===== src/sv/svm_pkg.sv =====
// Shared types, codes and helper functions for the stack VM core.
// No dependencies; every other file imports this package.
`default_nettype none
package svm_pkg;

    localparam int unsigned DEF_MEM_WORDS   = 32768;
    localparam int unsigned DEF_STACK_DEPTH = 1024;

    localparam logic [1:0] CMD_WRITE = 2'd0;
    localparam logic [1:0] CMD_EXEC  = 2'd1;
    localparam logic [1:0] CMD_READ  = 2'd2;
    localparam logic [1:0] CMD_NONE  = 2'd3;

    localparam logic [1:0] RUN_OK      = 2'd0;
    localparam logic [1:0] RUN_HALT    = 2'd1;
    localparam logic [1:0] RUN_ILLEGAL = 2'd2;

    localparam logic [15:0] REG_BASE  = 16'h8000;
    localparam logic [15:0] REG_END   = 16'h8008;
    localparam logic [15:0] OP_LAST   = 16'd21;
    localparam logic [7:0]  CHAR_QUIT = 8'h51;

    typedef struct packed {
        logic [1:0]  opcode;
        logic [14:0] mem_addr;
        logic [15:0] mem_data;
        logic [7:0]  in_char;
    } cmd_t;

    typedef struct packed {
        logic [1:0]  status;
        logic        char_valid;
        logic [7:0]  char_out;
        logic        char_taken;
        logic [14:0] next_pc;
        logic [15:0] read_word;
    } rsp_t;

    typedef enum logic [4:0] {
        OP_HALT = 5'd0,  OP_SET  = 5'd1,  OP_PUSH = 5'd2,  OP_POP  = 5'd3,
        OP_EQ   = 5'd4,  OP_GT   = 5'd5,  OP_JMP  = 5'd6,  OP_JT   = 5'd7,
        OP_JF   = 5'd8,  OP_ADD  = 5'd9,  OP_MULT = 5'd10, OP_MOD  = 5'd11,
        OP_AND  = 5'd12, OP_OR   = 5'd13, OP_NOT  = 5'd14, OP_RMEM = 5'd15,
        OP_WMEM = 5'd16, OP_CALL = 5'd17, OP_RET  = 5'd18, OP_OUT  = 5'd19,
        OP_IN   = 5'd20, OP_NOOP = 5'd21
    } op_e;

    typedef enum logic [3:0] {
        ST_IDLE, ST_RDWAIT, ST_FISSUE, ST_FCAPT, ST_EXEC,
        ST_DIV, ST_MWAIT, ST_SWAIT, ST_DONE
    } state_e;

    // Reduce a 15-bit word address modulo the memory size by scaled subtraction.
    function automatic logic [14:0] wrap_addr(input logic [14:0] a, input int unsigned words);
        logic [20:0] x;
        x = {6'd0, a};
        for (int k = 5; k >= 0; k--) begin
            if (x >= 21'(words << k)) begin
                x = x - 21'(words << k);
            end
        end
        return x[14:0];
    endfunction

    // Instruction length in words, opcode word included.
    function automatic logic [2:0] op_words(input op_e op);
        logic [2:0] n;
        unique case (op)
            OP_HALT, OP_RET, OP_NOOP:                         n = 3'd1;
            OP_PUSH, OP_POP, OP_JMP, OP_CALL, OP_OUT, OP_IN:  n = 3'd2;
            OP_SET, OP_JT, OP_JF, OP_NOT, OP_RMEM, OP_WMEM:   n = 3'd3;
            default:                                          n = 3'd4;
        endcase
        return n;
    endfunction

    // First operand names a destination register.
    function automatic logic op_dest_reg(input op_e op);
        logic d;
        unique case (op)
            OP_SET, OP_POP, OP_EQ, OP_GT, OP_ADD, OP_MULT, OP_MOD, OP_AND,
            OP_OR, OP_NOT, OP_RMEM, OP_IN: d = 1'b1;
            default:                       d = 1'b0;
        endcase
        return d;
    endfunction

endpackage
`default_nettype wire


===== src/sv/svm_mod.sv =====
// Iterative 16-bit remainder unit, one quotient bit per cycle.
// Depends on svm_pkg only by convention of the project.
`default_nettype none
module svm_mod
    import svm_pkg::*;
(
    input  wire logic        clk,
    input  wire logic        rst_n,
    input  wire logic        go,
    input  wire logic [15:0] dividend,
    input  wire logic [15:0] divisor,
    output logic             fin,
    output logic [15:0]      rem
);
    logic [4:0]  cnt_reg, cnt_next;
    logic [15:0] dvd_reg, dvd_next;
    logic [15:0] dvs_reg, dvs_next;
    logic [15:0] rem_reg, rem_next;
    logic        run_reg, run_next;
    logic [16:0] trial;

    assign fin = run_reg && (cnt_reg == 5'd16);
    assign rem = rem_reg;

    always_comb
    begin
        cnt_next = cnt_reg;
        dvd_next = dvd_reg;
        dvs_next = dvs_reg;
        rem_next = rem_reg;
        run_next = run_reg;
        trial    = {rem_reg, dvd_reg[15]};
        if (go)
        begin
            cnt_next = 5'd0;
            dvd_next = dividend;
            dvs_next = divisor;
            rem_next = 16'd0;
            run_next = 1'b1;
        end
        else if (fin)
        begin
            run_next = 1'b0;
        end
        else if (run_reg)
        begin
            // shift in one dividend bit, subtract where it fits
            if (trial >= {1'b0, dvs_reg})
            begin
                rem_next = 16'(trial - {1'b0, dvs_reg});
            end
            else
            begin
                rem_next = trial[15:0];
            end
            dvd_next = {dvd_reg[14:0], 1'b0};
            cnt_next = cnt_reg + 5'd1;
        end
    end

    always_ff @(posedge clk or negedge rst_n)
    begin
        if (!rst_n)
        begin
            cnt_reg <= 5'd0;
            run_reg <= 1'b0;
            dvd_reg <= 16'd0;
            dvs_reg <= 16'd0;
            rem_reg <= 16'd0;
        end
        else
        begin
            cnt_reg <= cnt_next;
            run_reg <= run_next;
            dvd_reg <= dvd_next;
            dvs_reg <= dvs_next;
            rem_reg <= rem_next;
        end
    end
endmodule
`default_nettype wire


===== config.mk =====
export PLATFORM = sky130hd
export DESIGN_NAME = svm_mod
export DESIGN_NICKNAME = d
export VERILOG_FILES = /design/src/sv/svm_pkg.sv /design/src/sv/svm_mod.sv
export SDC_FILE = /design/constraint.sdc
export NUM_CORES = 1
export LEC_CHECK = 0
export BUFFER_PORTS_ARGS = -buffer_cell sky130_fd_sc_hd__buf_2
export CORE_AREA = 2 2 118 63
export CTS_BUF_LIST = sky130_fd_sc_hd__clkbuf_16
export CTS_CLUSTER_DIAMETER = 150
export DETAILED_ROUTE_END_ITERATION = 12
export DIE_AREA = 0 0 120 65
export HOLD_SLACK_MARGIN = 0.08
export PLACE_DENSITY = 0.75
export SYNTH_ARGS = -nofsm -noshare
export SYNTH_HDL_FRONTEND = slang
export SYNTH_SLANG_ARGS = --single-unit

===== constraint.sdc =====
create_clock -name clk -period 2.4 [get_ports clk]
set_input_delay 0.36 -clock clk [delete_from_list [all_inputs] [get_ports clk]]
set_output_delay 0.36 -clock clk [all_outputs]
set_load 0.01 [all_outputs]

# Word-level counts from Yosys, hierarchy flattened
# Cells that the tools add are included.
# totals
regBits	54
output_inout_bits	17
# op_classes
muxes	12
n_reduce_logical	4
n_eq_ne	2
n_addsub	2
n_lt_le_gt_ge	1
# op_table
operator	n
$mux 16	7
$ge 17x16->1	1
$sub 16x16->16	1
$mux 5	3
$add 5x1->5 const B	1
$eq 5x5->1 const B	1
$reduce_bool 2->1	2
$mux 1	2
$ne 2x2->1 const B	1
$reduce_and 2->1	1
$logic_and 1x1->1	1

# Logic depth before layout (Yosys ltp)
# Gate-level depths: netlist of the first run.
# logic_depth
word_depth	5
mapped_depth	11
mapped_depth_nobuf	10

# Worst setup path before layout of the first run
# Ideal clock, no wire load.
# synth_timing
path_type	flip-flop to flip-flop
start	reg dvd_reg[15]
end	reg rem_reg[14] (netlist: rem[14])
path_stages_with_launch	11
setup_time_ps	82
arrival_ps	2333
setup_slack_ps	-15
cell_sequence	dfrtp_1 inv_1 ha_1 fa_1 nand2b_1 a21oi_2 a31oi_1 o21bai_2 a311oi_1 or4_1 a31oi_1
# synth_between
elab_chain_len	5
elab_cells_between_ends	6
# synth_rtl
item	line	text
start: declaration	svm_mod.sv:16	logic [15:0] dvd_reg, dvd_next;
start signal: assignment	svm_mod.sv:75	dvd_reg <= dvd_next;
$sub 16x16->16 / $ge 17x16->1 (equally long branches)	svm_mod.sv:50, svm_mod.sv:48	
$mux 16 *	svm_mod.sv:48	if (trial >= {1'b0, dvs_reg})
$mux 16 *	svm_mod.sv:45	else if (run_reg)
$mux 16 *	svm_mod.sv:41	else if (fin)
$mux 16 *	svm_mod.sv:33	if (go)
end signal: assignment	svm_mod.sv:77	rem_reg <= rem_next;
end: declaration	svm_mod.sv:18	logic [15:0] rem_reg, rem_next;
# Mark *: on every way between the ends. The rest lies on a longest branch, timed or not. The select of a mux whose other input is x is not followed.
# A chain may end at the register's enable or synchronous reset.

# Worst setup path after layout of the first run
# layout_timing
start	reg rem_reg[0] (netlist: rem[0])
end	reg rem_reg[14] (netlist: rem[14])
# layout_between
elab_chain_len	5
elab_cells_between_ends	6
# layout_rtl
item	line
$sub 16x16->16 / $ge 17x16->1 (equally long branches)	svm_mod.sv:50, svm_mod.sv:48
$mux 16 *	svm_mod.sv:48
$mux 16 *	svm_mod.sv:45
$mux 16 *	svm_mod.sv:41
$mux 16 *	svm_mod.sv:33
# Marked as above.

==> reports/qor.json, run 1 <==
{
  "synthAdderAreaFrac": {"value": 7.254, "unit": "%"},
  "p_per_area": {"value": 526.2, "unit": "nW/um^2"},
  "synth_top_area_share": {"value": 39.97, "unit": "%"},
  "dpl.hpwl": {"value": 6735, "unit": "um"},
  "antenna_found_initial": {"value": 0},
  "combPwrFrac": {"value": 24.3, "unit": "%"},
  "post_drt_via_cell_ratio": {"value": 5.501},
  "seq_area_frac_synth": {"value": 39.97, "unit": "%"},
  "clk_pin_slew_worst_paths": {"value": 0.08, "unit": "ns"},
  "synth.cell_area": {"value": 3381, "unit": "um^2"},
  "drt-pass1-iter-count": {"value": 5},
  "layout.cells.non_filler": {"value": 559},
  "pre_cts_slack": {"value": -0.1348, "unit": "ns"},
  "cell_types_with_the_highest_counts_after_synthesis": {"value": "54 x dfrtp_1, 53 x nand2_1, 47 x o21ai_0"},
  "worst_pin_slew": {"value": 0.7228, "unit": "ns"},
  "asyncSetResetFlopFracSynth": {"value": 100.0, "unit": "%"},
  "clockBufferDepth": {"value": 2},
  "grt_pass1_vias": {"value": 2832},
  "clk_latency": {"value": 0.30, "unit": "ns"},
  "yosys-mux-area-fraction": {"value": 6.847, "unit": "%"},
  "dpl.cell_count": {"value": 543},
  "detail_route.iter0.violations": {"value": 216},
  "die_y": {"value": 65, "unit": "um"},
  "synth-simple-area-share": {"value": 16.10, "unit": "%"},
  "pin_count_of_the_biggest_net_entering_global_routing": {"value": 75},
  "max_cap_viol_count": {"value": 0},
  "h-tree-depth": {"value": 2},
  "post_cts_hold_buffer_count": {"value": 0},
  "worst_path_largest_cell_delay": {"value": 0.47, "unit": "ns"},
  "finalPower": {"value": 0.002335, "unit": "W"},
  "boundaryPins": {"value": 52},
  "syn-num-nets": {"value": 431},
  "criticalPathCategory": {"value": "reg2reg"},
  "synth_compound_gate_area_share": {"value": 21.17, "unit": "%"},
  "fillerInstances": {"value": 596},
  "synth_cells": {"value": 377},
  "maxClockFrequency": {"value": 0.4217, "unit": "GHz"},
  "power.clock.fraction": {"value": 32.8, "unit": "%"},
  "synth_area_leader_cell": {"value": "dfrtp_1"},
  "design.core.area": {"value": 6909, "unit": "um^2"},
  "ys_ff_latch": {"value": 54},
  "hold_viol_final": {"value": 0},
  "timing.critical_path.from": {"value": "rem[0]$_DFFE_PN0P_"},
  "reg2reg_from": {"value": "rem[0]$_DFFE_PN0P_"},
  "nNetsFinal": {"value": 516},
  "route.detailed.drc": {"value": 0},
  "final.min_clock_period": {"value": 2.371, "unit": "ns"},
  "finalCritPeriodShare": {"value": 98.80, "unit": "%"},
  "per_instance_average_area_after_synthesis": {"value": 8.967, "unit": "um^2"},
  "first_pass_grt_wire_length": {"value": 15010, "unit": "um"},
  "wire_per_inst": {"value": 17.44, "unit": "um"},
  "p_leak": {"value": 2.170, "unit": "nW"},
  "ir_drop": {"value": 0.0002485, "unit": "V"},
  "critical_path_arrival": {"value": 2.60, "unit": "ns"},
  "initial_utilization": {"value": 48.93, "unit": "%"},
  "synth.yosys.warnings": {"value": 0},
  "gr-total-overflow": {"value": 0},
  "slew_viol_final": {"value": 0},
  "largest_driver_fanout_on_the_critical_path": {"value": 5},
  "worst-r2r-setup-slack": {"value": 0.03, "unit": "ns"},
  "crit_chain": {"value": "ha_4, nor2b_4, o2111a_2, nor4_4, o21ai_4, buf_6, nand2_4, or4_1, a31oi_1"},
  "io_buffer_count": {"value": 51},
  "timing.critical_path.from_type": {"value": "flop"},
  "clock-skew-final": {"value": 0.004864, "unit": "ns"},
  "synth_top_family_by_area": {"value": "compound AO/OA/AOI/OAI gates"},
  "synthToLayoutAreaGrowth": {"value": 31.24, "unit": "%"},
  "synth_most_common_cell": {"value": "dfrtp_1"},
  "status": {"value": "completed"},
  "tritoncts_clock_tree": {"value": "yes"},
  "dominantRegCellSynth": {"value": "dfrtp_1"},
  "intPower": {"value": 0.001617, "unit": "W"},
  "fin_hold_ws": {"value": 0.1069, "unit": "ns"},
  "num_vias": {"value": 3075},
  "switching_share": {"value": 30.74, "unit": "%"},
  "fin_ws": {"value": 0.02871, "unit": "ns"},
  "timing.critical_path.required": {"value": 2.63, "unit": "ns"},
  "timing.max_slew.rel_slack": {"value": 51.81, "unit": "%"},
  "antenna_cells": {"value": 0},
  "postRouteWirelength": {"value": 9748, "unit": "um"},
  "clock_tree.root_cell": {"value": "clkbuf_16"},
  "die_w": {"value": 120, "unit": "um"},
  "number_of_buffers_created_by_cts": {"value": 5},
  "synth_top_cells_by_area": {"value": "dfrtp_1 40%, o21ai_0 7.0%, ha_1 6.7%, mux2i_1 6.5%, nand2_1 5.9%"},
  "std_cell_rows": {"value": 22},
  "worst_setup_path_end_kind": {"value": "flop"},
  "crit_slowest_cell": {"value": "dfrtp_2"},
  "drt.antenna.violating_nets": {"value": 0},
  "place.gp.congestion": {"value": 0.9566},
  "globalRouteTotalUtil": {"value": 25.10, "unit": "%"},
  "synthDistinctLibCells": {"value": 55},
  "cts_sinks": {"value": 54},
  "rsz0062_at_grt": {"value": "yes"},
  "yosys.area_share.xor_xnor": {"value": 3.368, "unit": "%"},
  "design.die.area": {"value": 7800, "unit": "um^2"},
  "setup_viol": {"value": 0},
  "power.switching": {"value": 0.0007177, "unit": "W"},
  "p_seq_share": {"value": 43.0, "unit": "%"},
  "holdCritPathClass": {"value": "in2async"},
  "synth_edf_count": {"value": 0},
  "final_layout_size_suffix_gt1_share": {"value": 34.34, "unit": "%"}
}
-- stage by stage --
stage	cell area, um^2	util (%)	setup TNS, ns
2_1_floorplan	3383	-	0
3_3_place_gp	3975	57.53	-0.4375
3_5_place_dp	3975	57.53	-0.8012
4_1_cts	4217	61.03	-0.01968
5_1_grt	4437	64.22	-0.3943
6_report	4437	64.22	0
-- critical path, delay by kind of cell (launching register included) --
family                     cells  cell delay (ns)
buffers and inverters          1             0.13
and+or+nand+nor                4             0.74
DFF                            1             0.47
AOI/OAI and AO/OA              3             0.66
adders and majority gates      1             0.29
-- routing by layer --
layer / part of all wire, % / track usage, % / vias to the layer above
met5: 0 / 0 / -
met4: 0.80 / 5.735 / 0
met3: 6.1 / 5.370 / 10
met2: 42 / 34.73 / 94
met1: 51 / 39.32 / 1459
li1: - / - / 1512
-- cells by family (layout without fill, tap and decap cells) --
logic type               Yosys count  count (layout)
AO/OA/AOI/OAI                    115             115
AND/OR/NAND/NOR                  111             112
adder cells (fa/ha/maj)           19              19
XOR/XNOR                          13              13
flip-flops                        54              54
multiplexers                      23              23
buffers and inverters             42             127
-- repair_timing --
item	in CTS	in global routing
gates resized for setup	10	44
pin swaps	7	24
endpoints found under the setup margin	13	16
buffers inserted	4	3
gates cloned	0	1
-- cell usage in the layout (no fill, tap or decap), drive strengths merged, types with 12 or more instances in the layout --
cell	synthesis	layout
buf	10	97
nand2	54	54
nor2	18	18
mux2i	22	22
a21oi	22	22
ha	18	18
inv	22	23
a31oi	12	12
o21ai	51	51
dfrtp	54	54
-- worst paths after layout --
check / end / cells past startpoint
max in group asynchronous: dvd_reg[9]$_DFFE_PN0P_ / 2
worst min-delay path: rem[5]$_DFFE_PN0P_ / 1
worst max-delay path: rem[14]$_DFFE_PN0P_ / 9
worst max register to register: rem[14]$_DFFE_PN0P_ / 9
worst min register to register: dvs_reg[13]$_DFFE_PN0P_ / 2
min in group clk: dvs_reg[10]$_DFFE_PN0P_ / 3
-- power groups by stage --
stage	combinational (W)	sequential, W	clock [W]
floorplan	0.000280	0.00101	0
global placement	0.000455	0.00101	0
detailed placement	0.000464	0.00102	0
CTS	0.000504	0.000998	0.000773
global route	0.000620	0.00101	0.000814
finish	0.000567	0.00100	0.000765
-- final cells by class --
class	count	area [um^2]	area share, %
multi-input cells	282	2105	47.43
flip-flops and latches	54	1353	30.49
repair buffers	97	628.1	14.16
clock buffers	5	125.1	2.820
well taps	96	120.1	2.707
inverters	22	82.58	1.861
clock inverters	3	23.77	0.5358
Note: power is estimated with default switching activity, not from simulation.
==> inputs of run 2 (changes only) <==
--- a/config.mk
+++ b/config.mk
@@ -5,14 +5,15 @@
 export SDC_FILE = /design/constraint.sdc
 export NUM_CORES = 1
 export LEC_CHECK = 0
+export ABC_AREA = 1
 export BUFFER_PORTS_ARGS = -buffer_cell sky130_fd_sc_hd__buf_2
-export CORE_AREA = 2 2 118 63
+export CORE_AREA = 2 2 121 64
 export CTS_BUF_LIST = sky130_fd_sc_hd__clkbuf_16
 export CTS_CLUSTER_DIAMETER = 150
 export DETAILED_ROUTE_END_ITERATION = 12
-export DIE_AREA = 0 0 120 65
+export DIE_AREA = 0 0 123 66
 export HOLD_SLACK_MARGIN = 0.08
-export PLACE_DENSITY = 0.75
+export PLACE_DENSITY = 0.76
 export SYNTH_ARGS = -nofsm -noshare
 export SYNTH_HDL_FRONTEND = slang
 export SYNTH_SLANG_ARGS = --single-unit
==> run 2 against run 1 <==
Core utilization fell by 6.8 points; area after synthesis up 6.7%; maximum frequency is 8.4% higher; clock power is 4.8% lower; worst hold slack better by 0.16 ns; count of clock-buffer cells in the layout is the same; combinational power rose to 3.9 times the previous value; design area decreased by 8.1%; synthesized cell count is 32% higher; power is 76% higher; critical path type unchanged; critical endpoint is now rem[4]$_DFFE_PN0P_; largest cell class unchanged.
==> reports/qor.json, run 2 <==
{
  "yosys.area_share.xor_xnor": {"value": 1.457, "unit": "%"},
  "place.gp.congestion": {"value": 0.9815},
  "first_pass_grt_wire_length": {"value": 14840, "unit": "um"},
  "cell_types_with_the_highest_counts_after_synthesis": {"value": "166 x nand2_1, 79 x inv_1, 54 x dfrtp_1"},
  "aggregate_negative_setup_slack": {"value": 0, "unit": "ns"},
  "grt_pass1_vias": {"value": 3010},
  "h-tree-depth": {"value": 2},
  "rsz0062_at_grt": {"value": "no"},
  "worst_setup_path_end_kind": {"value": "flop"},
  "finalCritPeriodShare": {"value": 91.16, "unit": "%"},
  "syn-num-nets": {"value": 550},
  "timing.critical_path.buf_inv": {"value": 1},
  "synth_edf_count": {"value": 0},
  "dominantRegCellSynth": {"value": "dfrtp_1"},
  "fin_hold_ws": {"value": 0.2669, "unit": "ns"},
  "synth.cell_area": {"value": 3606, "unit": "um^2"},
  "pin_count_of_the_biggest_net_entering_global_routing": {"value": 33},
  "seq_area_frac_synth": {"value": 37.47, "unit": "%"},
  "timing.max_slew.rel_slack": {"value": 63.56, "unit": "%"},
  "drt-pass1-iter-count": {"value": 5},
  "final.min_clock_period": {"value": 2.188, "unit": "ns"},
  "boundaryPins": {"value": 52},
  "gr-total-overflow": {"value": 0},
  "timing.critical_path.from_type": {"value": "flop"},
  "clockBufferDepth": {"value": 2},
  "detail_route.iter0.violations": {"value": 352},
  "number_of_buffers_created_by_cts": {"value": 5},
  "synth_top_area_share": {"value": 37.47, "unit": "%"},
  "crit_slowest_cell": {"value": "dfrtp_1"},
  "largest_driver_fanout_on_the_critical_path": {"value": 17},
  "design.die.area": {"value": 8118, "unit": "um^2"},
  "hold_viol_final": {"value": 0},
  "synthToLayoutAreaGrowth": {"value": 13.12, "unit": "%"},
  "criticalPathCategory": {"value": "reg2reg"},
  "max_cap_viol_count": {"value": 0},
  "synth_most_common_cell": {"value": "nand2_1"},
  "ys_ff_latch": {"value": 54},
  "timing.critical_path.max_delay_family": {"value": "simple AND/OR/NAND/NOR gates"},
  "final_cell_mix": {"value": "166 x nand2_1, 79 x inv_1, 54 x dfrtp_1"},
  "synth_top_cells_by_area": {"value": "dfrtp_1 37%, nand2_1 17%, inv_1 8.2%, ha_1 6.2%, nand3_1 5.6%"},
  "crit_chain": {"value": "ha_1, nand2_1, nand2_1, inv_1, nand2_1, nand2_1, nand3_2, nand2_4, nand2_4, nand2_1, nand3_1, o21ai_1"},
  "per_instance_average_area_after_synthesis": {"value": 7.270, "unit": "um^2"},
  "yosys-mux-area-fraction": {"value": 0, "unit": "%"},
  "cts_sinks": {"value": 54},
  "fillerInstances": {"value": 704},
  "asyncSetResetFlopFracSynth": {"value": 100.0, "unit": "%"},
  "slew_viol_final": {"value": 0},
  "place_area": {"value": 3924, "unit": "um^2"},
  "synth.yosys.warnings": {"value": 0},
  "worst_pin_slew": {"value": 0.5454, "unit": "ns"},
  "clock-skew-final": {"value": 0.004218, "unit": "ns"},
  "antenna_cells": {"value": 0},
  "maxClockFrequency": {"value": 0.4571, "unit": "GHz"},
  "mostFrequentLayoutCell": {"value": "nand2_1"},
  "post_cts_resized": {"value": 0},
  "synth_compound_gate_area_share": {"value": 8.744, "unit": "%"},
  "worst_path_largest_cell_delay": {"value": 0.40, "unit": "ns"},
  "synth_area_leader_cell": {"value": "dfrtp_1"},
  "die_y": {"value": 66, "unit": "um"},
  "wire_per_inst": {"value": 14.27, "unit": "um"},
  "synthAdderAreaFrac": {"value": 6.801, "unit": "%"},
  "clock_tree.root_cell": {"value": "clkbuf_16"},
  "synth_top_family_by_area": {"value": "simple AND/OR/NAND/NOR gates"},
  "die_w": {"value": 123, "unit": "um"},
  "antenna_found_initial": {"value": 0},
  "clk_latency": {"value": 0.29, "unit": "ns"},
  "design.core.area": {"value": 7102, "unit": "um^2"},
  "timing.critical_path.required": {"value": 2.62, "unit": "ns"},
  "nNetsFinal": {"value": 601},
  "synth_cells": {"value": 496},
  "postLayoutCellArea": {"value": 4079, "unit": "um^2"},
  "cpMostUsedCell": {"value": "nand2_1"},
  "critical_path_arrival": {"value": 2.40, "unit": "ns"},
  "ir_drop": {"value": 0.0004152, "unit": "V"},
  "route.detailed.drc": {"value": 0},
  "num_vias": {"value": 3358},
  "final_layout_size_suffix_gt1_share": {"value": 17.70, "unit": "%"},
  "io_buffer_count": {"value": 51},
  "post_drt_via_cell_ratio": {"value": 5.214},
  "synthDistinctLibCells": {"value": 36},
  "p_leak": {"value": 2.280, "unit": "nW"},
  "tritoncts_clock_tree": {"value": "yes"},
  "postRouteWirelength": {"value": 9187, "unit": "um"},
  "setup_viol": {"value": 0},
  "initial_utilization": {"value": 50.78, "unit": "%"},
  "globalRouteTotalUtil": {"value": 23.95, "unit": "%"},
  "p_per_area": {"value": 1007, "unit": "nW/um^2"},
  "clk_pin_slew_worst_paths": {"value": 0.07, "unit": "ns"},
  "dpl.hpwl": {"value": 7029, "unit": "um"},
  "synth-simple-area-share": {"value": 34.04, "unit": "%"},
  "drt.antenna.violating_nets": {"value": 0},
  "std_cell_rows": {"value": 22},
  "holdCritPathClass": {"value": "in2reg"},
  "status": {"value": "completed"}
}
==> run 2: cell types whose count changed in the layout (fill, tap and decap cells not counted), moves of 14 or more <==
cell / before / now
nand3_1: 1 / 40
inv_1: 20 / 79
mux2i_1: 22 / 0
buf_4: 42 / 6
nand2_1: 48 / 166
o21ai_0: 47 / 23
a22oi_1: 0 / 14
==> run 2: per-layer routing <==
metal	up-vias	wire length [um]	part of all wire (%)	GRT usage [%]
met2	125	3590	39	33.43
met5	-	0	0	0
met3	9	848	9.2	7.328
met1	1560	4712	51	36.26
li1	1664	-	-	-
met4	0	37	0.40	4.545
==> run 2: power by group <==
part           switching (W)  internal, W  leakage [nW]
Combinational        0.00140     0.000785          1.54
Sequential          0.000125      0.00107         0.673
Clock               0.000340     0.000388        0.0679
==> run 2: worst reg2reg max path, stage by stage, from the launching register on <==
cell     delay [ns]
dfrtp_1        0.40
ha_1           0.39
nand2_1        0.10
nand2_1        0.10
inv_1          0.10
nand2_1        0.06
nand2_1        0.10
nand3_2        0.12
nand2_4        0.22
nand2_4        0.22
nand2_1        0.11
nand3_1        0.09
o21ai_1        0.11
==> run 2: worst paths after layout <==
kind,from,to,slack (ns),cells past startpoint
min in group asynchronous,rst_n,dvs_reg[3]$_DFFE_PN0P_,0.48,2
min,divisor[12],dvs_reg[12]$_DFFE_PN0P_,0.27,3
max in group asynchronous,rst_n,dvs_reg[9]$_DFFE_PN0P_,1.33,3
max,rem[3]$_DFFE_PN0P_,rem[4]$_DFFE_PN0P_,0.21,12
min reg2reg,dvd_reg[3]$_DFFE_PN0P_,dvd_reg[3]$_DFFE_PN0P_,0.49,2
max reg2reg,rem[3]$_DFFE_PN0P_,rem[4]$_DFFE_PN0P_,0.21,12
==> run 2: what timing repair did <==
action                                  in CTS  in global routing
setup buffers                                0                  0
endpoints found under the setup margin       0                  0
hold buffers                                 1                  0
hold endpoints to repair                    12                  0
==> run 2: logic make-up (layout without fill, tap and decap cells) <==
kind of cell	Yosys count	after routing
AO/OA/AOI/OAI	54	54
XOR/XNOR	6	6
adder cells (fa/ha/maj)	19	19
buffers and inverters	97	149
flip-flops	54	54
AND/OR/NAND/NOR	266	266
==> run 2: layout make-up <==
| type | count | area, um^2 | area share (%) |
|---|---|---|---|
| multi-input cells | 345 | 1841 | 45.12 |
| flip-flops and latches | 54 | 1351 | 33.13 |
| inverters | 83 | 311.5 | 7.638 |
| repair buffers | 58 | 310.3 | 7.607 |
| clock buffers | 5 | 125.1 | 3.067 |
| well taps | 96 | 120.1 | 2.945 |
| clock inverters | 3 | 20.02 | 0.4908 |
==> run 2: per-stage QoR <==
stage,total power (W),instances,setup slack (ns),util [%]
3_5_place_dp,0.003341,635,0.3199,55.25
3_3_place_gp,0.003288,635,0.3293,55.25
2_1_floorplan,0.002833,496,0.6003,-
6_report,0.004107,644,0.2121,57.43
5_1_grt,0.004456,644,0.08871,57.43
4_1_cts,0.004086,644,0.2918,57.43
